File: src/sv/rqpb_pkg.sv
// ----------------------------------------------------------------------------
// rqpb_pkg
// Shared types and constants of the ring queue with priority bypass.
// ----------------------------------------------------------------------------
package rqpb_pkg;

  localparam int PRIORITY_BITS = 8;
  localparam int PAYLOAD_BITS  = 32;
  localparam int CNT_W         = 5;   // occupancy, capacity and ring pointers
  localparam int CFG_W         = 8;   // widest configuration register

  typedef enum logic {
    MODE_PUSH = 1'b0,
    MODE_POP  = 1'b1
  } mode_t;

  typedef enum logic [1:0] {
    STATUS_DONE  = 2'd0,
    STATUS_FULL  = 2'd1,
    STATUS_EMPTY = 2'd2
  } status_t;

  typedef enum logic {
    REG_THRESHOLD = 1'b0,
    REG_CAP       = 1'b1
  } reg_index_t;

  typedef struct packed {
    mode_t                    mode;
    logic [PRIORITY_BITS-1:0] in_priority;
    logic [PAYLOAD_BITS-1:0]  in_payload;
  } in_item_t;

  typedef struct packed {
    status_t                  status;
    logic [PRIORITY_BITS-1:0] out_priority;
    logic [PAYLOAD_BITS-1:0]  out_payload;
    logic                     took_urgent;
    logic [CNT_W-1:0]         occupancy;
  } out_item_t;

endpackage

File: src/sv/ring_queue_priority_bypass_core.sv
// ----------------------------------------------------------------------------
// ring_queue_priority_bypass_core
// Bounded ring queue of (priority, payload) items with a pop that takes the
// oldest item at or above a threshold ahead of older ones.
// ----------------------------------------------------------------------------
//  Channel   Ports                          Handshake
//  request   start, busy, in_item           taken when start && !busy
//  result    out_strobe, out_result         valid for one cycle, no stall
//  config    cfg_we, cfg_index, cfg_data    written when cfg_we is high
//
// A full push or an empty pop answers in the cycle after the request. A push
// writes its item, then subtracts the capacity from the tail while it wraps.
// A pop reads one RAM slot per cycle; with a priority hit behind the head,
// each older item is read and written once. A pop also first subtracts the
// capacity from the head while the head is not below it after the capacity
// shrank. busy drops in the cycle the result is on the ports, so a new
// request can be taken in that cycle. Reset clears the head and tail pointers
// and the count and sets the threshold to 128 and the capacity to 16; the RAM
// is not cleared. The receiver cannot stall the result.
// ----------------------------------------------------------------------------
module ring_queue_priority_bypass_core #(
  parameter int DEPTH = 16
) (
  input  logic                          clk,
  input  logic                          rst_n,
  input  logic                          start,
  output logic                          busy,
  input  rqpb_pkg::in_item_t            in_item,
  output logic                          out_strobe,
  output rqpb_pkg::out_item_t           out_result,
  input  logic                          cfg_we,
  input  rqpb_pkg::reg_index_t          cfg_index,
  input  logic [rqpb_pkg::CFG_W-1:0]    cfg_data
);

  localparam int AW      = $clog2(DEPTH);
  localparam int ITEM_W  = rqpb_pkg::PRIORITY_BITS + rqpb_pkg::PAYLOAD_BITS;
  localparam int CAP_MAX = (DEPTH < 31) ? DEPTH : 31;
  localparam int CW      = rqpb_pkg::CNT_W;
  localparam int PB      = rqpb_pkg::PRIORITY_BITS;

  typedef enum logic [1:0] {
    ST_IDLE,
    ST_NORM,
    ST_SRCH,
    ST_SHIFT
  } state_t;

  state_t                 state_r, state_nxt;
  logic [PB-1:0]          thr_r;
  logic [CW-1:0]          cap_r;
  logic [CW-1:0]          head_r, head_nxt;
  logic [CW-1:0]          tail_r, tail_nxt;
  logic [CW-1:0]          count_r, count_nxt;
  logic [CW-1:0]          red_r, red_nxt;
  logic                   is_pop_r, is_pop_nxt;
  logic [CW-1:0]          base_r, base_nxt;
  logic [CW-1:0]          rd_ptr_r, rd_ptr_nxt;
  logic [CW-1:0]          rd_off_r, rd_off_nxt;
  logic                   cv_r, cv_nxt;
  logic [CW-1:0]          cmp_ptr_r, cmp_ptr_nxt;
  logic [CW-1:0]          cmp_off_r, cmp_off_nxt;
  logic [ITEM_W-1:0]      hold_r, hold_nxt;
  logic [ITEM_W-1:0]      pick_r, pick_nxt;
  logic                   found_r, found_nxt;
  logic [CW-1:0]          rd_dst_r, rd_dst_nxt;
  logic [CW-1:0]          jr_r, jr_nxt;
  logic [CW-1:0]          wq_r, wq_nxt;
  logic                   wv_r, wv_nxt;
  logic                   out_strobe_r, out_strobe_nxt;
  rqpb_pkg::out_item_t    out_result_r, out_result_nxt;

  logic [CW-1:0]          cap_eff;
  logic                   ram_we;
  logic [AW-1:0]          ram_waddr;
  logic [ITEM_W-1:0]      ram_wdata;
  logic [AW-1:0]          ram_raddr;
  logic [ITEM_W-1:0]      ram_rdata;

  function automatic logic [CW-1:0] ptr_inc(input logic [CW-1:0] p,
                                            input logic [CW-1:0] cap);
    logic [CW-1:0] s;
    s = p + CW'(1);
    return (s == cap) ? '0 : s;
  endfunction

  function automatic logic [CW-1:0] ptr_dec(input logic [CW-1:0] p,
                                            input logic [CW-1:0] cap);
    return (p == '0) ? (cap - CW'(1)) : (p - CW'(1));
  endfunction

  // A zero capacity acts as one, and anything above the built depth as the depth.
  always_comb begin
    if (cap_r == '0) begin
      cap_eff = CW'(1);
    end else if (cap_r > CW'(CAP_MAX)) begin
      cap_eff = CW'(CAP_MAX);
    end else begin
      cap_eff = cap_r;
    end
  end

  rqpb_ram #(
    .WIDTH (ITEM_W),
    .DEPTH (DEPTH)
  ) u_ram (
    .clk   (clk),
    .we    (ram_we),
    .waddr (ram_waddr),
    .wdata (ram_wdata),
    .raddr (ram_raddr),
    .rdata (ram_rdata)
  );

  always_comb begin
    logic          fin;
    logic [ITEM_W-1:0] fin_data;
    logic          fin_found;

    fin            = 1'b0;
    fin_data       = '0;
    fin_found      = 1'b0;
    state_nxt      = state_r;
    head_nxt       = head_r;
    tail_nxt       = tail_r;
    count_nxt      = count_r;
    red_nxt        = red_r;
    is_pop_nxt     = is_pop_r;
    base_nxt       = base_r;
    rd_ptr_nxt     = rd_ptr_r;
    rd_off_nxt     = rd_off_r;
    cv_nxt         = cv_r;
    cmp_ptr_nxt    = cmp_ptr_r;
    cmp_off_nxt    = cmp_off_r;
    hold_nxt       = hold_r;
    pick_nxt       = pick_r;
    found_nxt      = found_r;
    rd_dst_nxt     = rd_dst_r;
    jr_nxt         = jr_r;
    wq_nxt         = wq_r;
    wv_nxt         = wv_r;
    out_strobe_nxt = 1'b0;
    out_result_nxt = out_result_r;
    ram_we         = 1'b0;
    ram_waddr      = '0;
    ram_wdata      = '0;
    ram_raddr      = '0;

    case (state_r)
      ST_IDLE: begin
        if (start) begin
          if (in_item.mode == rqpb_pkg::MODE_PUSH) begin
            if (count_r >= cap_eff) begin
              out_strobe_nxt = 1'b1;
              out_result_nxt = '{rqpb_pkg::STATUS_FULL, '0, '0, 1'b0, count_r};
            end else begin
              ram_we     = 1'b1;
              ram_waddr  = AW'(tail_r);
              ram_wdata  = {in_item.in_priority, in_item.in_payload};
              count_nxt  = count_r + CW'(1);
              red_nxt    = tail_r + CW'(1);
              is_pop_nxt = 1'b0;
              state_nxt  = ST_NORM;
            end
          end else if (count_r == '0) begin
            out_strobe_nxt = 1'b1;
            out_result_nxt = '{rqpb_pkg::STATUS_EMPTY, '0, '0, 1'b0, count_r};
          end else begin
            red_nxt    = head_r;
            is_pop_nxt = 1'b1;
            found_nxt  = 1'b0;
            state_nxt  = ST_NORM;
          end
        end
      end

      // Bring a pointer below the capacity, which may have shrunk since it was set.
      ST_NORM: begin
        if (red_r >= cap_eff) begin
          red_nxt = red_r - cap_eff;
        end else if (is_pop_r) begin
          base_nxt   = red_r;
          rd_ptr_nxt = red_r;
          rd_off_nxt = '0;
          cv_nxt     = 1'b0;
          state_nxt  = ST_SRCH;
        end else begin
          tail_nxt       = red_r;
          out_strobe_nxt = 1'b1;
          out_result_nxt = '{rqpb_pkg::STATUS_DONE, '0, '0, 1'b0, count_r};
          state_nxt      = ST_IDLE;
        end
      end

      // Reads are issued one slot ahead of the compare on the returned data.
      ST_SRCH: begin
        ram_raddr   = AW'(rd_ptr_r);
        rd_ptr_nxt  = ptr_inc(rd_ptr_r, cap_eff);
        rd_off_nxt  = rd_off_r + CW'(1);
        cv_nxt      = 1'b1;
        cmp_ptr_nxt = rd_ptr_r;
        cmp_off_nxt = rd_off_r;
        if (cv_r) begin
          if (cmp_off_r == '0) begin
            hold_nxt = ram_rdata;
          end
          if ((count_r > CW'(1)) && (ram_rdata[ITEM_W-1 -: PB] >= thr_r)) begin
            found_nxt = 1'b1;
            pick_nxt  = ram_rdata;
            if (cmp_off_r == '0) begin
              fin       = 1'b1;
              fin_data  = ram_rdata;
              fin_found = 1'b1;
            end else begin
              rd_dst_nxt = cmp_ptr_r;
              jr_nxt     = cmp_off_r;
              wv_nxt     = 1'b0;
              state_nxt  = ST_SHIFT;
            end
          end else if (cmp_off_r == count_r - CW'(1)) begin
            fin       = 1'b1;
            fin_data  = (cmp_off_r == '0) ? ram_rdata : hold_r;
            fin_found = 1'b0;
          end
        end
      end

      // Move each older item one slot toward the picked one, newest first.
      ST_SHIFT: begin
        if (jr_r != '0) begin
          ram_raddr  = AW'(ptr_dec(rd_dst_r, cap_eff));
          wq_nxt     = rd_dst_r;
          wv_nxt     = 1'b1;
          rd_dst_nxt = ptr_dec(rd_dst_r, cap_eff);
          jr_nxt     = jr_r - CW'(1);
        end else begin
          wv_nxt = 1'b0;
        end
        if (wv_r) begin
          ram_we    = 1'b1;
          ram_waddr = AW'(wq_r);
          ram_wdata = ram_rdata;
          if (jr_r == '0) begin
            fin       = 1'b1;
            fin_data  = pick_r;
            fin_found = 1'b1;
          end
        end
      end

      default: begin
        state_nxt = ST_IDLE;
      end
    endcase

    if (fin) begin
      head_nxt       = ptr_inc(base_r, cap_eff);
      count_nxt      = count_r - CW'(1);
      out_strobe_nxt = 1'b1;
      out_result_nxt = '{rqpb_pkg::STATUS_DONE, fin_data[ITEM_W-1 -: PB],
                         fin_data[rqpb_pkg::PAYLOAD_BITS-1:0], fin_found,
                         count_r - CW'(1)};
      state_nxt      = ST_IDLE;
    end
  end

  always_ff @(posedge clk) begin
    if (!rst_n) begin
      state_r      <= ST_IDLE;
      thr_r        <= PB'(128);
      cap_r        <= CW'(16);
      head_r       <= '0;
      tail_r       <= '0;
      count_r      <= '0;
      is_pop_r     <= 1'b0;
      cv_r         <= 1'b0;
      found_r      <= 1'b0;
      wv_r         <= 1'b0;
      out_strobe_r <= 1'b0;
    end else begin
      state_r      <= state_nxt;
      head_r       <= head_nxt;
      tail_r       <= tail_nxt;
      count_r      <= count_nxt;
      is_pop_r     <= is_pop_nxt;
      cv_r         <= cv_nxt;
      found_r      <= found_nxt;
      wv_r         <= wv_nxt;
      out_strobe_r <= out_strobe_nxt;
      if (cfg_we) begin
        case (cfg_index)
          rqpb_pkg::REG_THRESHOLD: thr_r <= cfg_data[PB-1:0];
          rqpb_pkg::REG_CAP:       cap_r <= cfg_data[CW-1:0];
          default:                 thr_r <= thr_r;
        endcase
      end
    end
    red_r        <= red_nxt;
    base_r       <= base_nxt;
    rd_ptr_r     <= rd_ptr_nxt;
    rd_off_r     <= rd_off_nxt;
    cmp_ptr_r    <= cmp_ptr_nxt;
    cmp_off_r    <= cmp_off_nxt;
    hold_r       <= hold_nxt;
    pick_r       <= pick_nxt;
    rd_dst_r     <= rd_dst_nxt;
    jr_r         <= jr_nxt;
    wq_r         <= wq_nxt;
    out_result_r <= out_result_nxt;
  end

  assign busy       = (state_r != ST_IDLE);
  assign out_strobe = out_strobe_r;
  assign out_result = out_result_r;

  // A result is only issued once the sequencer is back at rest.
  a_strobe_idle: assert property (@(posedge clk) disable iff (!rst_n)
    out_strobe |-> !busy)
    else $error("result issued while busy");

  // Every request either answers at once or starts the sequencer.
  a_request_progress: assert property (@(posedge clk) disable iff (!rst_n)
    (start && !busy) |=> (busy || out_strobe))
    else $error("request dropped");

  // Failed requests carry no item.
  a_fail_clean: assert property (@(posedge clk) disable iff (!rst_n)
    (out_strobe && (out_result.status != rqpb_pkg::STATUS_DONE)) |->
      (out_result.out_priority == '0 && out_result.out_payload == '0 &&
       !out_result.took_urgent))
    else $error("failed request carries item data");

  // Items are only moved forward after a priority hit.
  a_shift_found: assert property (@(posedge clk) disable iff (!rst_n)
    (state_r == ST_SHIFT) |-> found_r)
    else $error("shift without a priority hit");

endmodule

File: src/sv/rqpb_ram.sv
// ----------------------------------------------------------------------------
// rqpb_ram
// Generic single write port, single read port RAM with registered read.
// A read of the address being written returns the new data.
// ----------------------------------------------------------------------------
module rqpb_ram #(
  parameter int WIDTH = 40,
  parameter int DEPTH = 16
) (
  input  logic                     clk,
  input  logic                     we,
  input  logic [$clog2(DEPTH)-1:0] waddr,
  input  logic [WIDTH-1:0]         wdata,
  input  logic [$clog2(DEPTH)-1:0] raddr,
  output logic [WIDTH-1:0]         rdata
);

  logic [WIDTH-1:0] mem [DEPTH];
  logic [WIDTH-1:0] rdata_r;

  always_ff @(posedge clk) begin
    if (we) begin
      mem[waddr] <= wdata;
    end
    if (we && (waddr == raddr)) begin
      rdata_r <= wdata;
    end else begin
      rdata_r <= mem[raddr];
    end
  end

  assign rdata = rdata_r;

endmodule
File: config.mk
export PLATFORM = sky130hd
export DESIGN_NAME = ring_queue_priority_bypass_core
export DESIGN_NICKNAME = d
export VERILOG_FILES = /design/src/sv/rqpb_pkg.sv /design/src/sv/ring_queue_priority_bypass_core.sv /design/src/sv/rqpb_ram.sv
export SDC_FILE = /design/constraint.sdc
export NUM_CORES = 1
export LEC_CHECK = 0
export BUFFER_PORTS_ARGS = -buffer_cell sky130_fd_sc_hd__buf_2
export CORE_ASPECT_RATIO = 1.5
export CORE_MARGIN = 10
export CORE_UTILIZATION = 30
export DETAILED_ROUTE_END_ITERATION = 16
export GPL_TIMING_DRIVEN = 0
export PLACE_DENSITY_LB_ADDON = 0.12
export SYNTH_ARGS = -nofsm -noshare
export SYNTH_HDL_FRONTEND = slang
export SYNTH_HIERARCHICAL = 1
export SYNTH_SLANG_ARGS = --single-unit
export TNS_END_PERCENT = 30
File: constraint.sdc
create_clock -name clk -period 5.7 [get_ports clk]
set_input_delay 1.14 -clock clk [delete_from_list [all_inputs] [get_ports clk]]
set_output_delay 1.14 -clock clk [all_outputs]
set_load 0.01 [all_outputs]
==> impl_results.md <==
* GP Congestion at roughly 0.77
* Crit. Startpoint: cap_r[2]
* Htree depth at 3
* Cell Pwr Density at between 300 and 400 nW/um2
* Crit path cell chain: clkbuf_1 -> nor3_1 -> nor2_1 -> nor2_2 -> ha_1 -> nand2b_1 -> a31oi_1 -> o21ai_0 -> nor2_4 -> clkbuf_2 -> a22oi_1 -> nor2_1 -> nand3_1 -> nor3_4 -> buf_6 -> buf_6 -> buf_6
* Register area at 25100 um2
* Most frequent cells in the layout: 810 x edfxtp_1, 164 x a22oi_1, 119 x buf_2
* Worst Path Required at around 6.1 ns
* # setup viols final at 0
* Cell variety after synth at 65
* TritonCTS buffer count at 90
* Area of the core at roughly 110000 um2
* FP Rows at 152
* Worst Skew at about 0.027 ns
* Pre-Repair DR Iteration Count at 5
* Starting Density at 0.302
* Seq cells post-synth at 850
* DRT iter0 DRCs at between 1500 and 2000
* Biggest fanout along the worst timing path at 10
* Top FF cell, synth: edfxtp_1
* Slew margin rel. at 0.136
* Max VDD drop at 0.000211 V
* Synthesized net count at ~2000
* Most Frequent Cell on Critical Path: buf_6
* Layout Nets at between 2000 and 2500
* Clock Latency Late Sink at 0.67 ns
* DP HPWL at 72.6 mm
* Leak at around 13 nW
* Mapped cell area at roughly 35000 um2
* Ys Warns at 6
* Initial antenna violation count at 8
* FF-to-FF End: u_ram/mem[12][12]
* Max-slew violations at 0
* CTS tree: yes
* Synth Instances at between 1500 and 2000
* Worst path slowest cell: clkbuf_2
* FILL cells at between 10000 and 15000
* Critical Path End Type: flip-flop
* Fraction of registers with async set/reset at 0
* WL/cell at roughly 29 um
* GRT Overall Usage at 0.166
* DRT antenna net count at 0
* Vias in the first global route at 20000
* Largest net degree at the start of global routing at 25
* Worst-path clk slew at 0.06 ns
* CP arrival at about 5.9 ns
* Max clock buf depth at 3
* Worst slew pin tran at between 1 and 1.5 ns
* Via density at ~5
* Global-route wire length before repair at roughly 150 mm
* CTS hold repair buffers at 0
* Maximum capacitance violations at 0
* Total Routed Length at approximately 110 mm
* Core Util, Final at 0.361
* PortBufs at between 100 and 150
* Hold violation count in the final report at 0
* Tmin final at between 5 and 6 ns
* R2r worst-path depth at 17
* Die H at 436 um
* CP endpoint: u_ram/mem[12][12]
* Slowest stage delay, CP at approximately 0.57 ns
* Most common cell after layout, fill and taps aside: edfxtp_1
* Register area share after synthesis at 0.727
* Power Total at 14.5 mW
* Status: finished clean
* IO Pins at approximately 100
* Die X at about 300 um
* Final Cycle Share at 0.972
* Startpoint Class: flip-flop
* Critical R2R Launch: cap_r[2]
* CTS Root Buffer Type: clkbuf_16
* CP Class: flip-flop to flip-flop
* Hold WC Path Type: flip-flop to flip-flop
* Number of flops mapped to enable cells by yosys at 810
* FF-to-FF setup slack at 0.16 ns
* Setup TNS at 0 ns
* DR vias at ~19000
* DIE AREA at around 130000 um2
* Clk sink count at 850
* Max Freq at about 180 MHz
* Layout cells sized above 1 at 0.218
* Multi-input logic area at ~8700 um2
* Area Overhead vs Synth at 19.6%
* Average cell area after synthesis at between 15 and 20 um2
* Total grt overflow at 0
* Final routed DRC violation total at 0
per-stage QoR:
stage          setup WS [ns]  instances  cell area, um2  hold WS [ns]
2_1_floorplan         -0.158       1889           34600         0.434
3_3_place_gp           -7.74       3530           37000         0.463
3_5_place_dp           -1.19       3586           38100         0.463
4_1_cts              0.00403       3760           41200         0.472
5_1_grt              -0.0584       3769           41300         0.505
6_report               0.157       3770           41300         0.470
final cells by class:
| type | count | share of cell area |
|---|---|---|
| plain buffers | 105 | 0.0157 |
| inverters | 71 | 0.00645 |
| diodes | 1 | 0.0000606 |
| clock inverters | 41 | 0.00872 |
| multi-input cells | 863 | 0.211 |
| repair buffers | 179 | 0.0441 |
| clock buffers | 120 | 0.0592 |
| well taps | 1540 | 0.0466 |
| flip-flops and latches | 850 | 0.608 |
worst max-delay path: cells and delay by family, from the launching register on:
kind | cells | cell delay [ns]
AO/OA/AOI/OAI | 3 | 0.60
adder cells (fa/ha/maj) | 1 | 0.32
buffers and inverters | 5 | 1.48
flip-flops | 1 | 0.30
AND/OR/NAND/NOR | 8 | 2.52
cells by family after synthesis:
| kind of cell | after synthesis | share of synthesized area |
|---|---|---|
| DFF | 850 | 0.727 |
| AOI/OAI and AO/OA | 296 | 0.0602 |
| and+or+nand+nor | 276 | 0.0365 |
| muxes | 219 | 0.128 |
| buffers and inverters | 176 | 0.0256 |
| adders and majority gates | 37 | 0.0136 |
| xor gates and xnor gates | 35 | 0.00887 |
layer usage:
layer  GRT usage  up-vias  share of wire
met1       0.203    10200           0.41
met5           0        -        0.00017
met3      0.0244      129          0.044
met4      0.0526        2          0.024
li1            -     8184              -
met2       0.297      527           0.52
synthesized netlist by cell type (all sizes together) (9+ instances only):
cell / count / area [um2]
edfxtp: 810 / 24300
a22oi: 165 / 1240
mux4: 160 / 3830
nand2: 94 / 353
nor2: 92 / 348
inv: 71 / 267
clkbuf: 64 / 240
o21ai: 57 / 285
mux2i: 55 / 551
buf: 41 / 377
dfxtp: 40 / 801
ha: 36 / 450
nand3: 28 / 140
xnor2: 20 / 175
a21oi: 18 / 90.1
nor2b: 15 / 93.8
xor2: 15 / 131
a21boi: 13 / 97.6
nor3: 12 / 60.1
nand2b: 11 / 76.3
a31oi: 9 / 56.3
registers in the layout, indices dropped and copies added, names as in the netlist, 2 cells and up, named ones only:
| name | flops |
|---|---|
| base_r | 5 |
| cap_r | 5 |
| cmp_off_r | 5 |
| cmp_ptr_r | 5 |
| count_r | 5 |
| head_r | 5 |
| hold_r | 40 |
| jr_r | 5 |
| out_result | 48 |
| pick_r | 40 |
| rd_dst_r | 5 |
| rd_off_r | 5 |
| rd_ptr_r | 5 |
| red_r | 5 |
| state_r | 2 |
| tail_r | 5 |
| thr_r | 8 |
| u_ram/mem | 640 |
| wq_r | 4 |
how the worst min path moves through the flow:
stage / from / endpoint / depth (start not counted)
4_1_cts: head_r[2] / head_r[2] / 2
2_1_floorplan: head_r[2] / head_r[2] / 2
3_5_place_dp: head_r[2] / head_r[2] / 2
5_1_grt: thr_r[4] / thr_r[4] / 2
6_report: head_r[2] / head_r[2] / 2
3_3_place_gp: head_r[2] / head_r[2] / 2
where the power goes:
part           leakage, nW  switching [mW]  internal (mW)  total (mW)
logic                 4.31            1.00          0.448        1.45
clock network         1.37            2.44           3.28        5.72
registers             7.81           0.118           7.21        7.33
repair_timing:
action | 4_1_cts | 5_1_grt
buffers inserted | 13 | 9
pin swaps | 9 | 6
setup endpoints to repair | 751 | 200
resized for setup | 20 | 6
Power figures use the tool's default switching activity.
